**config.mk**
```make
export PLATFORM = sky130hd
export DESIGN_NAME = sensor_running_average_monitor_flat
export DESIGN_NICKNAME = d
export VERILOG_FILES = /design/src/hdl/ravg_pkg.sv /design/src/hdl/ravg_in_if.sv /design/src/hdl/ravg_out_if.sv /design/src/hdl/ravg_ram.sv /design/src/hdl/ravg_queue.sv /design/src/hdl/ravg_front.sv /design/src/hdl/ravg_back.sv /design/src/hdl/sensor_running_average_monitor.sv /design/src/flat_wrapper.sv
export SDC_FILE = /design/constraint.sdc
export NUM_CORES = 2
export LEC_CHECK = 0
export BUFFER_PORTS_ARGS = -buffer_cell sky130_fd_sc_hd__buf_2
export CAP_MARGIN = 10
export CORE_MARGIN = 2
export CORE_UTILIZATION = 45
export CTS_CLUSTER_SIZE = 14
export DETAILED_ROUTE_END_ITERATION = 8
export PLACE_DENSITY_LB_ADDON = 0.3
export SLEW_MARGIN = 20
export SYNTH_ARGS = -nofsm -noshare
export SYNTH_HDL_FRONTEND = slang
export SYNTH_MEMORY_MAX_BITS = 65536
export SYNTH_SLANG_ARGS = --single-unit
```
**constraint.sdc**
```tcl
create_clock -name clk -period 7.9 [get_ports clk]
set_clock_uncertainty 0.15 [all_clocks]
set_input_delay 1.185 -clock clk [delete_from_list [all_inputs] [get_ports clk]]
set_output_delay 1.185 -clock clk [all_outputs]
set_load 0.1 [all_outputs]
```
**src/hdl/ravg_pkg.sv**
```systemverilog
`timescale 1ns / 1ps

package ravg_pkg;

  // default sizes, handed to the top level parameters
  localparam int DEF_MAX_SENSORS = 32;
  localparam int DEF_AVG_LEN     = 5;

  // entries of the command queue between front and back
  localparam int QUEUE_DEPTH = 2;

  typedef logic        [15:0] id_t;
  typedef logic signed [15:0] temp_t;
  typedef logic        [31:0] time_t;

  // result status codes, also used as command kinds in the queue
  typedef enum logic [1:0] {
    ST_STORED  = 2'd0,
    ST_SAMPLE  = 2'd1,
    ST_UNKNOWN = 2'd2,
    ST_FULL    = 2'd3
  } status_t;

  typedef enum logic {
    MODE_MAP     = 1'b0,
    MODE_MEASURE = 1'b1
  } mode_t;

  typedef enum logic {
    CFG_MAX_TEMP = 1'b0,
    CFG_MIN_TEMP = 1'b1
  } cfg_index_t;

  localparam temp_t MAX_TEMP_RESET = 16'sd7680;
  localparam temp_t MIN_TEMP_RESET = 16'sd2560;

  // classified work item handed from front to back
  typedef struct packed {
    status_t kind;
    temp_t   temperature;
    time_t   timestamp;
  } cmd_t;

  // alarm thresholds
  typedef struct packed {
    temp_t max_temp;
    temp_t min_temp;
  } thresh_t;

endpackage

```
**src/hdl/ravg_in_if.sv**
```systemverilog
`timescale 1ns / 1ps

interface ravg_in_if;
  import ravg_pkg::*;

  logic  valid;
  logic  ready;
  logic  mode;
  id_t   probe_id;
  id_t   room_id;
  temp_t temperature;
  time_t timestamp;

  modport source (
    output valid, mode, probe_id, room_id, temperature, timestamp,
    input  ready
  );

  modport sink (
    input  valid, mode, probe_id, room_id, temperature, timestamp,
    output ready
  );
endinterface

```
**src/hdl/ravg_out_if.sv**
```systemverilog
`timescale 1ns / 1ps

interface ravg_out_if;
  import ravg_pkg::*;

  logic    valid;
  logic    ready;
  status_t status;
  id_t     room;
  temp_t   average;
  logic    too_hot;
  logic    too_cold;
  time_t   last_time;

  modport source (
    output valid, status, room, average, too_hot, too_cold, last_time,
    input  ready
  );

  modport sink (
    input  valid, status, room, average, too_hot, too_cold, last_time,
    output ready
  );
endinterface

```
**src/hdl/ravg_ram.sv**
```systemverilog
`timescale 1ns / 1ps

module ravg_ram #(
  parameter int WIDTH = 16,
  parameter int DEPTH = 32
) (
  input  logic                                 clk,
  input  logic                                 we,
  input  logic [(DEPTH > 1 ? $clog2(DEPTH) : 1)-1:0] waddr,
  input  logic [WIDTH-1:0]                     wdata,
  input  logic                                 re,
  input  logic [(DEPTH > 1 ? $clog2(DEPTH) : 1)-1:0] raddr,
  output logic [WIDTH-1:0]                     rdata
);

  logic [WIDTH-1:0] mem [DEPTH];

  // one write port, one registered read port; read data holds without re
  always_ff @(posedge clk) begin
    if (we) begin
      mem[waddr] <= wdata;
    end
    if (re) begin
      rdata <= mem[raddr];
    end
  end

endmodule

```
**src/hdl/ravg_queue.sv**
```systemverilog
`timescale 1ns / 1ps

module ravg_queue #(
  parameter int WIDTH = 8,
  parameter int DEPTH = 2
) (
  input  logic             clk,
  input  logic             rst,
  input  logic             push,
  input  logic [WIDTH-1:0] wdata,
  output logic             full,
  input  logic             pop,
  output logic [WIDTH-1:0] rdata,
  output logic             empty
);

  localparam int PTR_W = (DEPTH > 1) ? $clog2(DEPTH) : 1;
  localparam int CNT_W = $clog2(DEPTH + 1);

  logic [WIDTH-1:0] slots [DEPTH];
  logic [PTR_W-1:0] wr_ptr;
  logic [PTR_W-1:0] rd_ptr;
  logic [CNT_W-1:0] count;

  assign full  = (count == CNT_W'(DEPTH));
  assign empty = (count == '0);
  assign rdata = slots[rd_ptr];

  // storage
  always_ff @(posedge clk) begin
    if (push) begin
      slots[wr_ptr] <= wdata;
    end
  end

  // pointers and fill level
  always_ff @(posedge clk) begin
    if (rst) begin
      wr_ptr <= '0;
      rd_ptr <= '0;
      count  <= '0;
    end else begin
      if (push) begin
        wr_ptr <= (wr_ptr == PTR_W'(DEPTH - 1)) ? '0 : wr_ptr + 1'b1;
      end
      if (pop) begin
        rd_ptr <= (rd_ptr == PTR_W'(DEPTH - 1)) ? '0 : rd_ptr + 1'b1;
      end
      unique case ({push, pop})
        2'b10:   count <= count + 1'b1;
        2'b01:   count <= count - 1'b1;
        default: count <= count;
      endcase
    end
  end

  a_no_overflow: assert property (@(posedge clk) disable iff (rst) !(push && full))
    else $error("queue written while full");
  a_no_underflow: assert property (@(posedge clk) disable iff (rst) !(pop && empty))
    else $error("queue read while empty");
  a_level: assert property (@(posedge clk) disable iff (rst)
    (push && !pop) |=> (count == $past(count) + 1'b1))
    else $error("queue level did not follow a lone write");

endmodule

```
**src/hdl/ravg_front.sv**
```systemverilog
`timescale 1ns / 1ps

module ravg_front #(
  parameter int MAX_SENSORS = ravg_pkg::DEF_MAX_SENSORS
) (
  input  logic                  clk,
  input  logic                  rst,
  ravg_in_if.sink               item,
  output ravg_pkg::cmd_t        cmd,
  output logic [(MAX_SENSORS > 1 ? $clog2(MAX_SENSORS) : 1)-1:0] cmd_hit,
  output logic                  cmd_valid,
  input  logic                  cmd_ready,
  output logic                  room_we,
  output logic [(MAX_SENSORS > 1 ? $clog2(MAX_SENSORS) : 1)-1:0] room_waddr,
  output ravg_pkg::id_t         room_wdata
);
  import ravg_pkg::*;

  localparam int IDX_W = (MAX_SENSORS > 1) ? $clog2(MAX_SENSORS) : 1;
  localparam int CNT_W = $clog2(MAX_SENSORS + 1);

  typedef enum logic [3:0] {
    F_IDLE     = 4'b0001,
    F_CLASSIFY = 4'b0010,
    F_SCAN     = 4'b0100,
    F_PUSH     = 4'b1000
  } f_state_t;

  f_state_t   f_state;
  f_state_t   f_state_next;
  logic       in_mode;
  id_t        in_probe_id;
  id_t        in_room_id;
  temp_t      in_temperature;
  time_t      in_timestamp;
  logic [CNT_W-1:0] entry_count;
  logic [IDX_W-1:0] scan_idx;
  status_t    kind;
  logic [IDX_W-1:0] hit;
  logic       id_re;
  logic [IDX_W-1:0] id_raddr;
  id_t        id_rdata;
  logic       table_full;
  logic       scan_last;
  logic       id_match;

  assign item.ready = (f_state == F_IDLE);
  assign table_full = (entry_count == CNT_W'(MAX_SENSORS));
  assign scan_last  = ((CNT_W'(scan_idx) + 1'b1) == entry_count);
  assign id_match   = (id_rdata == in_probe_id);

  // sensor id table, searched one entry a cycle
  ravg_ram #(
    .WIDTH (16),
    .DEPTH (MAX_SENSORS)
  ) u_id_ram (
    .clk   (clk),
    .we    (room_we),
    .waddr (room_waddr),
    .wdata (in_probe_id),
    .re    (id_re),
    .raddr (id_raddr),
    .rdata (id_rdata)
  );

  // map entry write, shared by the id and room tables
  assign room_we    = (f_state == F_CLASSIFY) && (mode_t'(in_mode) == MODE_MAP) && !table_full;
  assign room_waddr = entry_count[IDX_W-1:0];
  assign room_wdata = in_room_id;

  // id table read: first entry on classify, next entry while scanning
  always_comb begin
    id_re    = 1'b0;
    id_raddr = '0;
    if (f_state == F_CLASSIFY) begin
      id_re = (mode_t'(in_mode) == MODE_MEASURE) && (entry_count != '0);
    end else if (f_state == F_SCAN) begin
      id_re    = !id_match && !scan_last;
      id_raddr = scan_idx + 1'b1;
    end
  end

  // sequencer
  always_comb begin
    f_state_next = f_state;
    unique case (f_state)
      F_IDLE: begin
        if (item.valid) begin
          f_state_next = F_CLASSIFY;
        end
      end
      F_CLASSIFY: begin
        if ((mode_t'(in_mode) == MODE_MEASURE) && (entry_count != '0)) begin
          f_state_next = F_SCAN;
        end else begin
          f_state_next = F_PUSH;
        end
      end
      F_SCAN: begin
        if (id_match || scan_last) begin
          f_state_next = F_PUSH;
        end
      end
      F_PUSH: begin
        if (cmd_ready) begin
          f_state_next = F_IDLE;
        end
      end
      default: f_state_next = F_IDLE;
    endcase
  end

  always_ff @(posedge clk) begin
    if (rst) begin
      f_state     <= F_IDLE;
      entry_count <= '0;
    end else begin
      f_state <= f_state_next;
      if (room_we) begin
        entry_count <= entry_count + 1'b1;
      end
    end
  end

  // captured transaction, scan index and the command being built
  always_ff @(posedge clk) begin
    if (f_state == F_IDLE && item.valid) begin
      in_mode        <= item.mode;
      in_probe_id    <= item.probe_id;
      in_room_id     <= item.room_id;
      in_temperature <= item.temperature;
      in_timestamp   <= item.timestamp;
    end
    unique case (f_state)
      F_CLASSIFY: begin
        scan_idx <= '0;
        hit      <= '0;
        if (mode_t'(in_mode) == MODE_MAP) begin
          kind <= table_full ? ST_FULL : ST_STORED;
        end else begin
          kind <= ST_UNKNOWN;
        end
      end
      F_SCAN: begin
        if (id_match) begin
          kind <= ST_SAMPLE;
          hit  <= scan_idx;
        end else if (!scan_last) begin
          scan_idx <= scan_idx + 1'b1;
        end
      end
      default: begin
      end
    endcase
  end

  assign cmd_valid       = (f_state == F_PUSH);
  assign cmd.kind        = kind;
  assign cmd.temperature = in_temperature;
  assign cmd.timestamp   = in_timestamp;
  assign cmd_hit         = hit;

  a_count_bound: assert property (@(posedge clk) disable iff (rst)
    entry_count <= CNT_W'(MAX_SENSORS))
    else $error("entry count beyond table size");
  a_scan_in_range: assert property (@(posedge clk) disable iff (rst)
    (f_state == F_SCAN) |-> (CNT_W'(scan_idx) < entry_count))
    else $error("scan beyond filled entries");
  a_push_done: assert property (@(posedge clk) disable iff (rst)
    (f_state == F_PUSH && cmd_ready) |=> (f_state == F_IDLE))
    else $error("front did not return to idle after handing over");

endmodule

```
**src/hdl/ravg_back.sv**
```systemverilog
`timescale 1ns / 1ps

module ravg_back #(
  parameter int MAX_SENSORS = ravg_pkg::DEF_MAX_SENSORS,
  parameter int AVG_LEN     = ravg_pkg::DEF_AVG_LEN
) (
  input  logic                 clk,
  input  logic                 rst,
  input  ravg_pkg::thresh_t    thresh,
  input  ravg_pkg::cmd_t       head,
  input  logic [(MAX_SENSORS > 1 ? $clog2(MAX_SENSORS) : 1)-1:0] head_hit,
  input  logic                 q_empty,
  output logic                 q_pop,
  output logic                 room_re,
  output logic [(MAX_SENSORS > 1 ? $clog2(MAX_SENSORS) : 1)-1:0] room_raddr,
  input  ravg_pkg::id_t        room_rdata,
  ravg_out_if.source           result
);
  import ravg_pkg::*;

  localparam int IDX_W  = (MAX_SENSORS > 1) ? $clog2(MAX_SENSORS) : 1;
  localparam int SUM_W  = 16 + $clog2(AVG_LEN);
  localparam int FILL_W = $clog2(AVG_LEN + 1);
  localparam int PTR_W  = (AVG_LEN > 1) ? $clog2(AVG_LEN) : 1;
  localparam int META_W = SUM_W + FILL_W + PTR_W;
  localparam int SDEPTH = MAX_SENSORS * AVG_LEN;
  localparam int SAW    = (SDEPTH > 1) ? $clog2(SDEPTH) : 1;
  // exact division by AVG_LEN: multiply by a rounded-up reciprocal, shift by K
  localparam int K      = SUM_W + $clog2(AVG_LEN);
  localparam longint unsigned RECIP = ((64'd1 << K) + AVG_LEN - 1) / AVG_LEN;
  localparam int RECIP_W = SUM_W + 1;
  localparam int PROD_W  = SUM_W + RECIP_W;

  typedef enum logic [4:0] {
    B_IDLE = 5'b00001,
    B_META = 5'b00010,
    B_SAMP = 5'b00100,
    B_MUL  = 5'b01000,
    B_DONE = 5'b10000
  } b_state_t;

  b_state_t b_state;
  b_state_t b_state_next;

  logic [MAX_SENSORS-1:0] row_valid;
  logic                   meta_re;
  logic                   meta_we;
  logic [META_W-1:0]      meta_rdata;
  logic [META_W-1:0]      meta_wdata;
  logic                   samp_re;
  logic                   samp_we;
  logic [SAW-1:0]         samp_raddr;
  logic [15:0]            samp_rdata;

  logic signed [SUM_W-1:0] sum_rd;
  logic [FILL_W-1:0]       fill_rd;
  logic [PTR_W-1:0]        ptr_rd;
  logic signed [SUM_W-1:0] sum_q;
  logic [FILL_W-1:0]       fill_q;
  logic [PTR_W-1:0]        ptr_q;
  logic [SAW-1:0]          samp_addr_q;
  logic                    was_full;
  logic signed [SUM_W-1:0] oldest;
  logic signed [SUM_W-1:0] new_sum;
  logic [FILL_W-1:0]       fill_next;
  logic [PTR_W-1:0]        ptr_next;
  logic [SUM_W-1:0]        mag_q;
  logic                    neg_q;
  logic                    was_full_q;
  logic [PROD_W-1:0]       prod_q;
  logic [15:0]             quot;
  temp_t                   avg;
  logic                    can_load;
  logic                    head_sample;

  logic    out_valid;
  status_t out_status;
  id_t     out_room;
  temp_t   out_average;
  logic    out_hot;
  logic    out_cold;
  time_t   out_time;

  assign head_sample = !q_empty && (head.kind == ST_SAMPLE);
  assign can_load    = !out_valid || result.ready;

  // per-sensor sum, fill level and oldest-slot pointer
  ravg_ram #(
    .WIDTH (META_W),
    .DEPTH (MAX_SENSORS)
  ) u_meta_ram (
    .clk   (clk),
    .we    (meta_we),
    .waddr (head_hit),
    .wdata (meta_wdata),
    .re    (meta_re),
    .raddr (head_hit),
    .rdata (meta_rdata)
  );

  // sample windows, kept as one ring per sensor
  ravg_ram #(
    .WIDTH (16),
    .DEPTH (SDEPTH)
  ) u_samp_ram (
    .clk   (clk),
    .we    (samp_we),
    .waddr (samp_addr_q),
    .wdata (head.temperature),
    .re    (samp_re),
    .raddr (samp_raddr),
    .rdata (samp_rdata)
  );

  assign meta_re    = (b_state == B_IDLE) && head_sample;
  assign room_re    = meta_re;
  assign room_raddr = head_hit;

  // a row never touched since reset reads as an empty window
  assign sum_rd  = row_valid[head_hit] ? $signed(meta_rdata[META_W-1 -: SUM_W]) : '0;
  assign fill_rd = row_valid[head_hit] ? meta_rdata[PTR_W +: FILL_W] : '0;
  assign ptr_rd  = row_valid[head_hit] ? meta_rdata[PTR_W-1:0] : '0;

  assign samp_re    = (b_state == B_META);
  assign samp_raddr = SAW'(head_hit) * SAW'(AVG_LEN) + SAW'(ptr_rd);

  // window update: drop the oldest sample once the ring is full
  assign was_full   = (fill_q == FILL_W'(AVG_LEN));
  assign oldest     = was_full ? SUM_W'($signed(samp_rdata)) : '0;
  assign new_sum    = sum_q - oldest + SUM_W'(head.temperature);
  assign fill_next  = was_full ? fill_q : fill_q + 1'b1;
  assign ptr_next   = (ptr_q == PTR_W'(AVG_LEN - 1)) ? '0 : ptr_q + 1'b1;
  assign meta_we    = (b_state == B_SAMP);
  assign samp_we    = meta_we;
  assign meta_wdata = {new_sum, fill_next, ptr_next};

  // quotient magnitude and sign restore, truncation toward zero
  assign quot = prod_q[K +: 16];
  assign avg  = neg_q ? temp_t'(-quot) : temp_t'(quot);

  // sequencer
  always_comb begin
    b_state_next = b_state;
    unique case (b_state)
      B_IDLE:  if (head_sample) b_state_next = B_META;
      B_META:  b_state_next = B_SAMP;
      B_SAMP:  b_state_next = B_MUL;
      B_MUL:   b_state_next = B_DONE;
      B_DONE:  if (can_load) b_state_next = B_IDLE;
      default: b_state_next = B_IDLE;
    endcase
  end

  assign q_pop = can_load && (((b_state == B_IDLE) && !q_empty && !head_sample)
                              || (b_state == B_DONE));

  always_ff @(posedge clk) begin
    if (rst) begin
      b_state   <= B_IDLE;
      row_valid <= '0;
      out_valid <= 1'b0;
    end else begin
      b_state <= b_state_next;
      if (meta_we) begin
        row_valid[head_hit] <= 1'b1;
      end
      if (q_pop) begin
        out_valid <= 1'b1;
      end else if (result.ready) begin
        out_valid <= 1'b0;
      end
    end
  end

  // datapath registers
  always_ff @(posedge clk) begin
    if (b_state == B_META) begin
      sum_q       <= sum_rd;
      fill_q      <= fill_rd;
      ptr_q       <= ptr_rd;
      samp_addr_q <= samp_raddr;
    end
    if (b_state == B_SAMP) begin
      neg_q      <= new_sum[SUM_W-1];
      mag_q      <= new_sum[SUM_W-1] ? SUM_W'(-new_sum) : SUM_W'(new_sum);
      was_full_q <= was_full;
    end
    if (b_state == B_MUL) begin
      prod_q <= PROD_W'(mag_q) * PROD_W'(RECIP_W'(RECIP));
    end
  end

  // result register
  always_ff @(posedge clk) begin
    if (q_pop) begin
      if (b_state == B_DONE) begin
        out_status  <= ST_SAMPLE;
        out_room    <= room_rdata;
        out_average <= avg;
        out_hot     <= was_full_q && (avg > thresh.max_temp);
        out_cold    <= was_full_q && (avg < thresh.min_temp);
        out_time    <= head.timestamp;
      end else begin
        out_status  <= head.kind;
        out_room    <= '0;
        out_average <= '0;
        out_hot     <= 1'b0;
        out_cold    <= 1'b0;
        out_time    <= '0;
      end
    end
  end

  assign result.valid     = out_valid;
  assign result.status    = out_status;
  assign result.room      = out_room;
  assign result.average   = out_average;
  assign result.too_hot   = out_hot;
  assign result.too_cold  = out_cold;
  assign result.last_time = out_time;

  a_busy_on_sample: assert property (@(posedge clk) disable iff (rst)
    (b_state != B_IDLE) |-> (!q_empty && head.kind == ST_SAMPLE))
    else $error("window update running without a sample at the queue head");
  a_pop_slot_free: assert property (@(posedge clk) disable iff (rst)
    q_pop |-> (!result.valid || result.ready))
    else $error("result overwritten before it was taken");
  a_plain_status_zero: assert property (@(posedge clk) disable iff (rst)
    (result.valid && result.status != ST_SAMPLE) |->
      (result.average == '0 && !result.too_hot && !result.too_cold &&
       result.room == '0 && result.last_time == '0))
    else $error("non-sample result carries data");

endmodule

```
**src/hdl/sensor_running_average_monitor.sv**
```systemverilog
`timescale 1ns / 1ps

// channel  dir  handshake    payload
// item     in   valid/ready  mode, probe_id, room_id, temperature, timestamp
// result   out  valid/ready  status, room, average, too_hot, too_cold, last_time
// cfg      in   cfg_we       cfg_index, cfg_data (0 max_temp, 1 min_temp)
//
// map entry: the front captures, classifies and hands over; the back passes the status on.
// measurement: the front captures, classifies, then searches the id table one entry a
// cycle until it finds the matching entry or passes the last one (unknown sensor);
// the back then does the sum/sample read-modify-write and the divide.
// reset is synchronous; per-sensor valid bits stand for the zeroed windows, no sweep.
// a two-entry queue parts front and back; a held result stalls the back, and the
// front too once the queue is full.

module sensor_running_average_monitor #(
  parameter int MAX_SENSORS = ravg_pkg::DEF_MAX_SENSORS,
  parameter int AVG_LEN     = ravg_pkg::DEF_AVG_LEN
) (
  input  logic        clk,
  input  logic        rst,
  ravg_in_if.sink     item,
  ravg_out_if.source  result,
  input  logic        cfg_we,
  input  logic        cfg_index,
  input  logic [15:0] cfg_data
);
  import ravg_pkg::*;

  localparam int IDX_W = (MAX_SENSORS > 1) ? $clog2(MAX_SENSORS) : 1;
  localparam int CMD_W = $bits(cmd_t);
  localparam int QW    = IDX_W + CMD_W;

  thresh_t          thresh;
  cmd_t             f_cmd;
  logic [IDX_W-1:0] f_hit;
  logic             f_valid;
  logic             q_full;
  logic             q_empty;
  logic             q_pop;
  logic [QW-1:0]    q_rdata;
  cmd_t             head;
  logic [IDX_W-1:0] head_hit;
  logic             room_we;
  logic [IDX_W-1:0] room_waddr;
  id_t              room_wdata;
  logic             room_re;
  logic [IDX_W-1:0] room_raddr;
  id_t              room_rdata;

  // threshold registers
  always_ff @(posedge clk) begin
    if (rst) begin
      thresh.max_temp <= MAX_TEMP_RESET;
      thresh.min_temp <= MIN_TEMP_RESET;
    end else if (cfg_we) begin
      unique case (cfg_index_t'(cfg_index))
        CFG_MAX_TEMP: thresh.max_temp <= cfg_data;
        CFG_MIN_TEMP: thresh.min_temp <= cfg_data;
      endcase
    end
  end

  ravg_front #(
    .MAX_SENSORS (MAX_SENSORS)
  ) u_front (
    .clk        (clk),
    .rst        (rst),
    .item       (item),
    .cmd        (f_cmd),
    .cmd_hit    (f_hit),
    .cmd_valid  (f_valid),
    .cmd_ready  (!q_full),
    .room_we    (room_we),
    .room_waddr (room_waddr),
    .room_wdata (room_wdata)
  );

  ravg_queue #(
    .WIDTH (QW),
    .DEPTH (QUEUE_DEPTH)
  ) u_queue (
    .clk   (clk),
    .rst   (rst),
    .push  (f_valid && !q_full),
    .wdata ({f_hit, f_cmd}),
    .full  (q_full),
    .pop   (q_pop),
    .rdata (q_rdata),
    .empty (q_empty)
  );

  assign head     = cmd_t'(q_rdata[CMD_W-1:0]);
  assign head_hit = q_rdata[QW-1 -: IDX_W];

  // room table: written by the front on append, read by the back on a hit
  ravg_ram #(
    .WIDTH (16),
    .DEPTH (MAX_SENSORS)
  ) u_room_ram (
    .clk   (clk),
    .we    (room_we),
    .waddr (room_waddr),
    .wdata (room_wdata),
    .re    (room_re),
    .raddr (room_raddr),
    .rdata (room_rdata)
  );

  ravg_back #(
    .MAX_SENSORS (MAX_SENSORS),
    .AVG_LEN     (AVG_LEN)
  ) u_back (
    .clk        (clk),
    .rst        (rst),
    .thresh     (thresh),
    .head       (head),
    .head_hit   (head_hit),
    .q_empty    (q_empty),
    .q_pop      (q_pop),
    .room_re    (room_re),
    .room_raddr (room_raddr),
    .room_rdata (room_rdata),
    .result     (result)
  );

endmodule
```
**src/flat_wrapper.sv**
```systemverilog
// flat-port wrapper written by rule: the top's interface ports become plain ports
module sensor_running_average_monitor_flat import ravg_pkg::*;
#(
  parameter int MAX_SENSORS = ravg_pkg::DEF_MAX_SENSORS,
  parameter int AVG_LEN     = ravg_pkg::DEF_AVG_LEN
)
  (clk, rst, cfg_we, cfg_index, cfg_data, item_valid, item_mode, item_probe_id, item_room_id, item_temperature, item_timestamp, item_ready, result_valid, result_status, result_room, result_average, result_too_hot, result_too_cold, result_last_time, result_ready);
  ravg_in_if item_i ();
  ravg_out_if result_i ();
  input  logic clk;
  input  logic rst;
  input  logic cfg_we;
  input  logic cfg_index;
  input  logic [15:0] cfg_data;
  input wire logic [$bits(item_i.valid)-1:0] item_valid;
  input wire logic [$bits(item_i.mode)-1:0] item_mode;
  input wire logic [$bits(item_i.probe_id)-1:0] item_probe_id;
  input wire logic [$bits(item_i.room_id)-1:0] item_room_id;
  input wire logic [$bits(item_i.temperature)-1:0] item_temperature;
  input wire logic [$bits(item_i.timestamp)-1:0] item_timestamp;
  output wire logic [$bits(item_i.ready)-1:0] item_ready;
  output wire logic [$bits(result_i.valid)-1:0] result_valid;
  output wire logic [$bits(result_i.status)-1:0] result_status;
  output wire logic [$bits(result_i.room)-1:0] result_room;
  output wire logic [$bits(result_i.average)-1:0] result_average;
  output wire logic [$bits(result_i.too_hot)-1:0] result_too_hot;
  output wire logic [$bits(result_i.too_cold)-1:0] result_too_cold;
  output wire logic [$bits(result_i.last_time)-1:0] result_last_time;
  input wire logic [$bits(result_i.ready)-1:0] result_ready;
  assign item_i.valid = item_valid;
  assign item_i.mode = item_mode;
  assign item_i.probe_id = item_probe_id;
  assign item_i.room_id = item_room_id;
  assign item_i.temperature = item_temperature;
  assign item_i.timestamp = item_timestamp;
  assign item_ready = item_i.ready;
  assign result_valid = result_i.valid;
  assign result_status = result_i.status;
  assign result_room = result_i.room;
  assign result_average = result_i.average;
  assign result_too_hot = result_i.too_hot;
  assign result_too_cold = result_i.too_cold;
  assign result_last_time = result_i.last_time;
  assign result_i.ready = result_ready;
  sensor_running_average_monitor #(.MAX_SENSORS(MAX_SENSORS), .AVG_LEN(AVG_LEN)) u_core (.clk(clk), .rst(rst), .item(item_i), .result(result_i), .cfg_we(cfg_we), .cfg_index(cfg_index), .cfg_data(cfg_data));
endmodule
```
==> metrics.txt <==
sw frac=0.225; first-pass GRT wire length=695 mm; crit-path max FO=42; R2R Path End=u_core.u_back.u_samp_ram.rdata[8]; mean post-synth cell area=19.9 um^2; HP Start=item_probe_id[5]; total gr overflow=0; Layout Cells excl Fill=16,300; pwr/cell area=248 mW/mm^2; Clk Tree Root Cell=clkbuf_16; count of final max-slew check failures=0; Syn Inst Count=9,694; Initial DRT Pass Iterations=6; Final ANT Viol Nets=0; width of the die=660 um; H-tree levels=5; Flop pwr share=0.530; vias in the first global route=97,600; largest net degree at the start of global routing=130; RSZ-0062 raised after global routing=false; number of flops mapped to enable cells by yosys=4,798; Synth top cells by count=4,798 x edfxtp_1, 1,136 x mux4_2, 771 x nand2_1, 412 x nor2_1, 341 x inv_1; Remaining DRCs=0; Worst EP arrival=8.11 ns; Min-Delay Path Depth=1; Hold EP=u_core.u_front.in_probe_id[5]; fmax=0.132 GHz; top-count cell post-synth=edfxtp_1; asr flop ratio synth=0; port bufs=172; yosys warns=0; Most used DFF post-synth=edfxtp_1; CTS Buf Count=476; Die H=660 um; Die Footprint=0.435 mm^2; Logic pwr share=0.058; Reg2Reg Setup Slack=0.34 ns; Crit path largest cell delay=1.48 ns; io pins=173; status=finished, final reports clean; fin crit share=0.957; CTS tree=built; share of the synthesized area in the top cell type=0.745; Setup TNS=0 ns; Worst Path Required=8.45 ns; register area=0.146 mm^2; vias per cell=5.97; minimum clock period=7.56 ns; Setup Fix Bufs, Post-CTS=0; wire length per cell=29.6 um; fin nets=10,700; clk sinks=4,883; Syn Nets=10,100; synth unique cells=74; clock tree buffer depth=4; core area=0.428 mm^2; worst min-delay path class=input port to flip-flop; P_int=42.1 mW; Resized cells post-CTS=0; initial antenna violation count=17; Final Util=0.512; Initial Util=0.452; Worst R2R Path Depth=18; #FFs+latches synth=4,883; # fillers=33,400; Worst setup EP type=flip-flop; DRT iter0 DRCs=12,300; Max-cap violations=0; post-synth top area cell=edfxtp_1; dpl cells=15,400; clock share of power=0.411; dpl ws=0.462 ns; Setup CP Type=flip-flop to flip-flop; Max transition margin=0.206; RePlAce Congestion=0.838; clock latency at the later pin of the worst-skew pair=1.02 ns; top cells by area, synth=edfxtp_1 75%, mux4_2 13%, nand2_1 1.5%; Post-Syn Area=0.193 mm^2; Fin. Hold Viols=0; Lkg Pwr=70.6 nW; Psw=12.2 mW; sequential fraction of the synthesis area=0.754; Worst Setup Start Kind=flip-flop; Via Count=97,400; Area Growth Syn to Fin=13.2%; total track usage=0.219; Multi-input gate area=0.0451 mm^2; worst path cell trace=mux2i_1 > clkinv_1 > nand2_1 > nor2_4 > a22oi_1 > nand4_1 > buf_4 > and2_1 > ha_1 > ha_4 > inv_1 > fa_4 > mux4_2 > and2_0 > a211oi_1 > a31oi_1 > a21oi_1 > o21ai_0; maximum VDD drop=0.215 mV; slowest stage cell, crit path=fa_4; FP Rows=240; Worst Max-Slew Pin Slew=1.18 ns; Setup WS post-layout=0.338 ns; setup violators final=0; HPWL after detailed placement=274 mm; Hold Buf Count CTS=0; share of cells above drive strength 1=0.238; clock transition at the registers of the reported paths=0.06 ns; drt total wl=484 mm
==> stage by stage <==
stage	power (mW)	hold WS, ns	area [um^2]
floorplan	31.6	0.271	193000
global placement	32.5	0.273	203000
detailed placement	32.5	0.280	203000
CTS	54.6	0.111	219000
global route	55.8	0.153	219000
finish	54.3	0.202	219000
==> layout make-up <==
type / instances / share of cell area
Antenna cell: 8 / 0.0000915
Clock buffer: 575 / 0.0569
Timing Repair Buffer: 552 / 0.0187
Multi-Input combinational cell: 3981 / 0.206
Clock inverter: 296 / 0.0132
Inverter: 347 / 0.00641
Tap cell: 5687 / 0.0325
Sequential cell: 4883 / 0.666
==> worst max-delay path by stage <==
stage	end	cells past startpoint	start
after global routing	u_core.u_back.u_samp_ram.rdata[8]	18	flip-flop
after global placement	u_core.u_back.u_samp_ram.rdata[8]	17	flip-flop
after floorplan	u_core.u_front.in_mode	2	u_core.u_front.f_state[0]
after detailed placement	u_core.u_back.u_samp_ram.rdata[3]	18	flip-flop
after CTS	u_core.u_back.u_samp_ram.rdata[8]	18	flip-flop
final	u_core.u_back.u_samp_ram.rdata[8]	18	flip-flop
==> power by group through the flow <==
stage / registers, mW / clock network (mW) / logic (mW)
final: 28.8 / 22.3 / 3.17
after global placement: 29.4 / 0 / 3.14
after detailed placement: 29.4 / 0 / 3.17
after floorplan: 30.4 / 0 / 1.16
after CTS: 28.8 / 22.6 / 3.18
after global routing: 28.8 / 23.6 / 3.29
==> kinds of logic (layout without fill, tap and decap cells) <==
logic type,after synthesis,in the layout,share of synthesized area
XOR/XNOR,102,102,0.00466
flip-flops,4883,4883,0.754
buffers and inverters,830,1770,0.0172
AO/OA/AOI/OAI,669,669,0.0247
adder cells (fa/ha/maj),328,328,0.0258
other,0,8,0
AND/OR/NAND/NOR,1687,1687,0.0384
multiplexers,1195,1195,0.135
==> registers in the layout, indices dropped and copies added (netlist names), 32 cells and up, named ones only <==
name / count
u_core.u_queue.slots: 110
u_core.u_front.u_id_ram.mem: 512
u_core.u_room_ram.mem: 512
u_core.u_front.in_timestamp: 32
u_core.u_back.row_valid: 32
u_core.u_back.u_samp_ram.mem: 2560
u_core.u_back.u_meta_ram.mem: 800
u_core.thresh: 32
u_core.u_back.result.last_time: 32
==> layout by cell type, fill, tap and decap left out, drive strengths merged, types with 45 or more instances in the layout <==
master | synthesis | layout
o21ai | 56 | 56
a311oi | 113 | 113
a211oi | 58 | 58
mux4 | 1136 | 1136
mux2i | 58 | 58
clkbuf | 281 | 575
bufinv | 0 | 45
fa | 117 | 117
inv | 345 | 357
a21o | 45 | 45
and3 | 91 | 91
nand4 | 54 | 54
a21oi | 107 | 107
nand3 | 163 | 163
nor2 | 413 | 413
a22oi | 170 | 170
buf | 202 | 552
clkinv | 2 | 227
ha | 211 | 211
nand2 | 771 | 771
edfxtp | 4798 | 4798
a31oi | 54 | 54
dfxtp | 85 | 85
and2 | 98 | 98
xnor2 | 62 | 62
==> worst max-delay path, delay by kind of cell (launching register included) <==
kind	cells	cell delay [ns]
buffers and inverters	3	0.82
adders and majority gates	3	1.94
AOI/OAI and AO/OA	5	1.78
DFF	1	0.51
and+or+nand+nor	5	0.91
muxes	2	1.02
==> layer usage <==
layer / vias to the layer above / GRT usage / share of wire
met2: 4646 / 0.351 / 0.48
met5: - / 0 / 0.00011
met1: 51800 / 0.312 / 0.40
met3: 756 / 0.0370 / 0.089
met4: 8 / 0.0620 / 0.030
li1: 40200 / - / -
(Power assumes the default switching activity.)
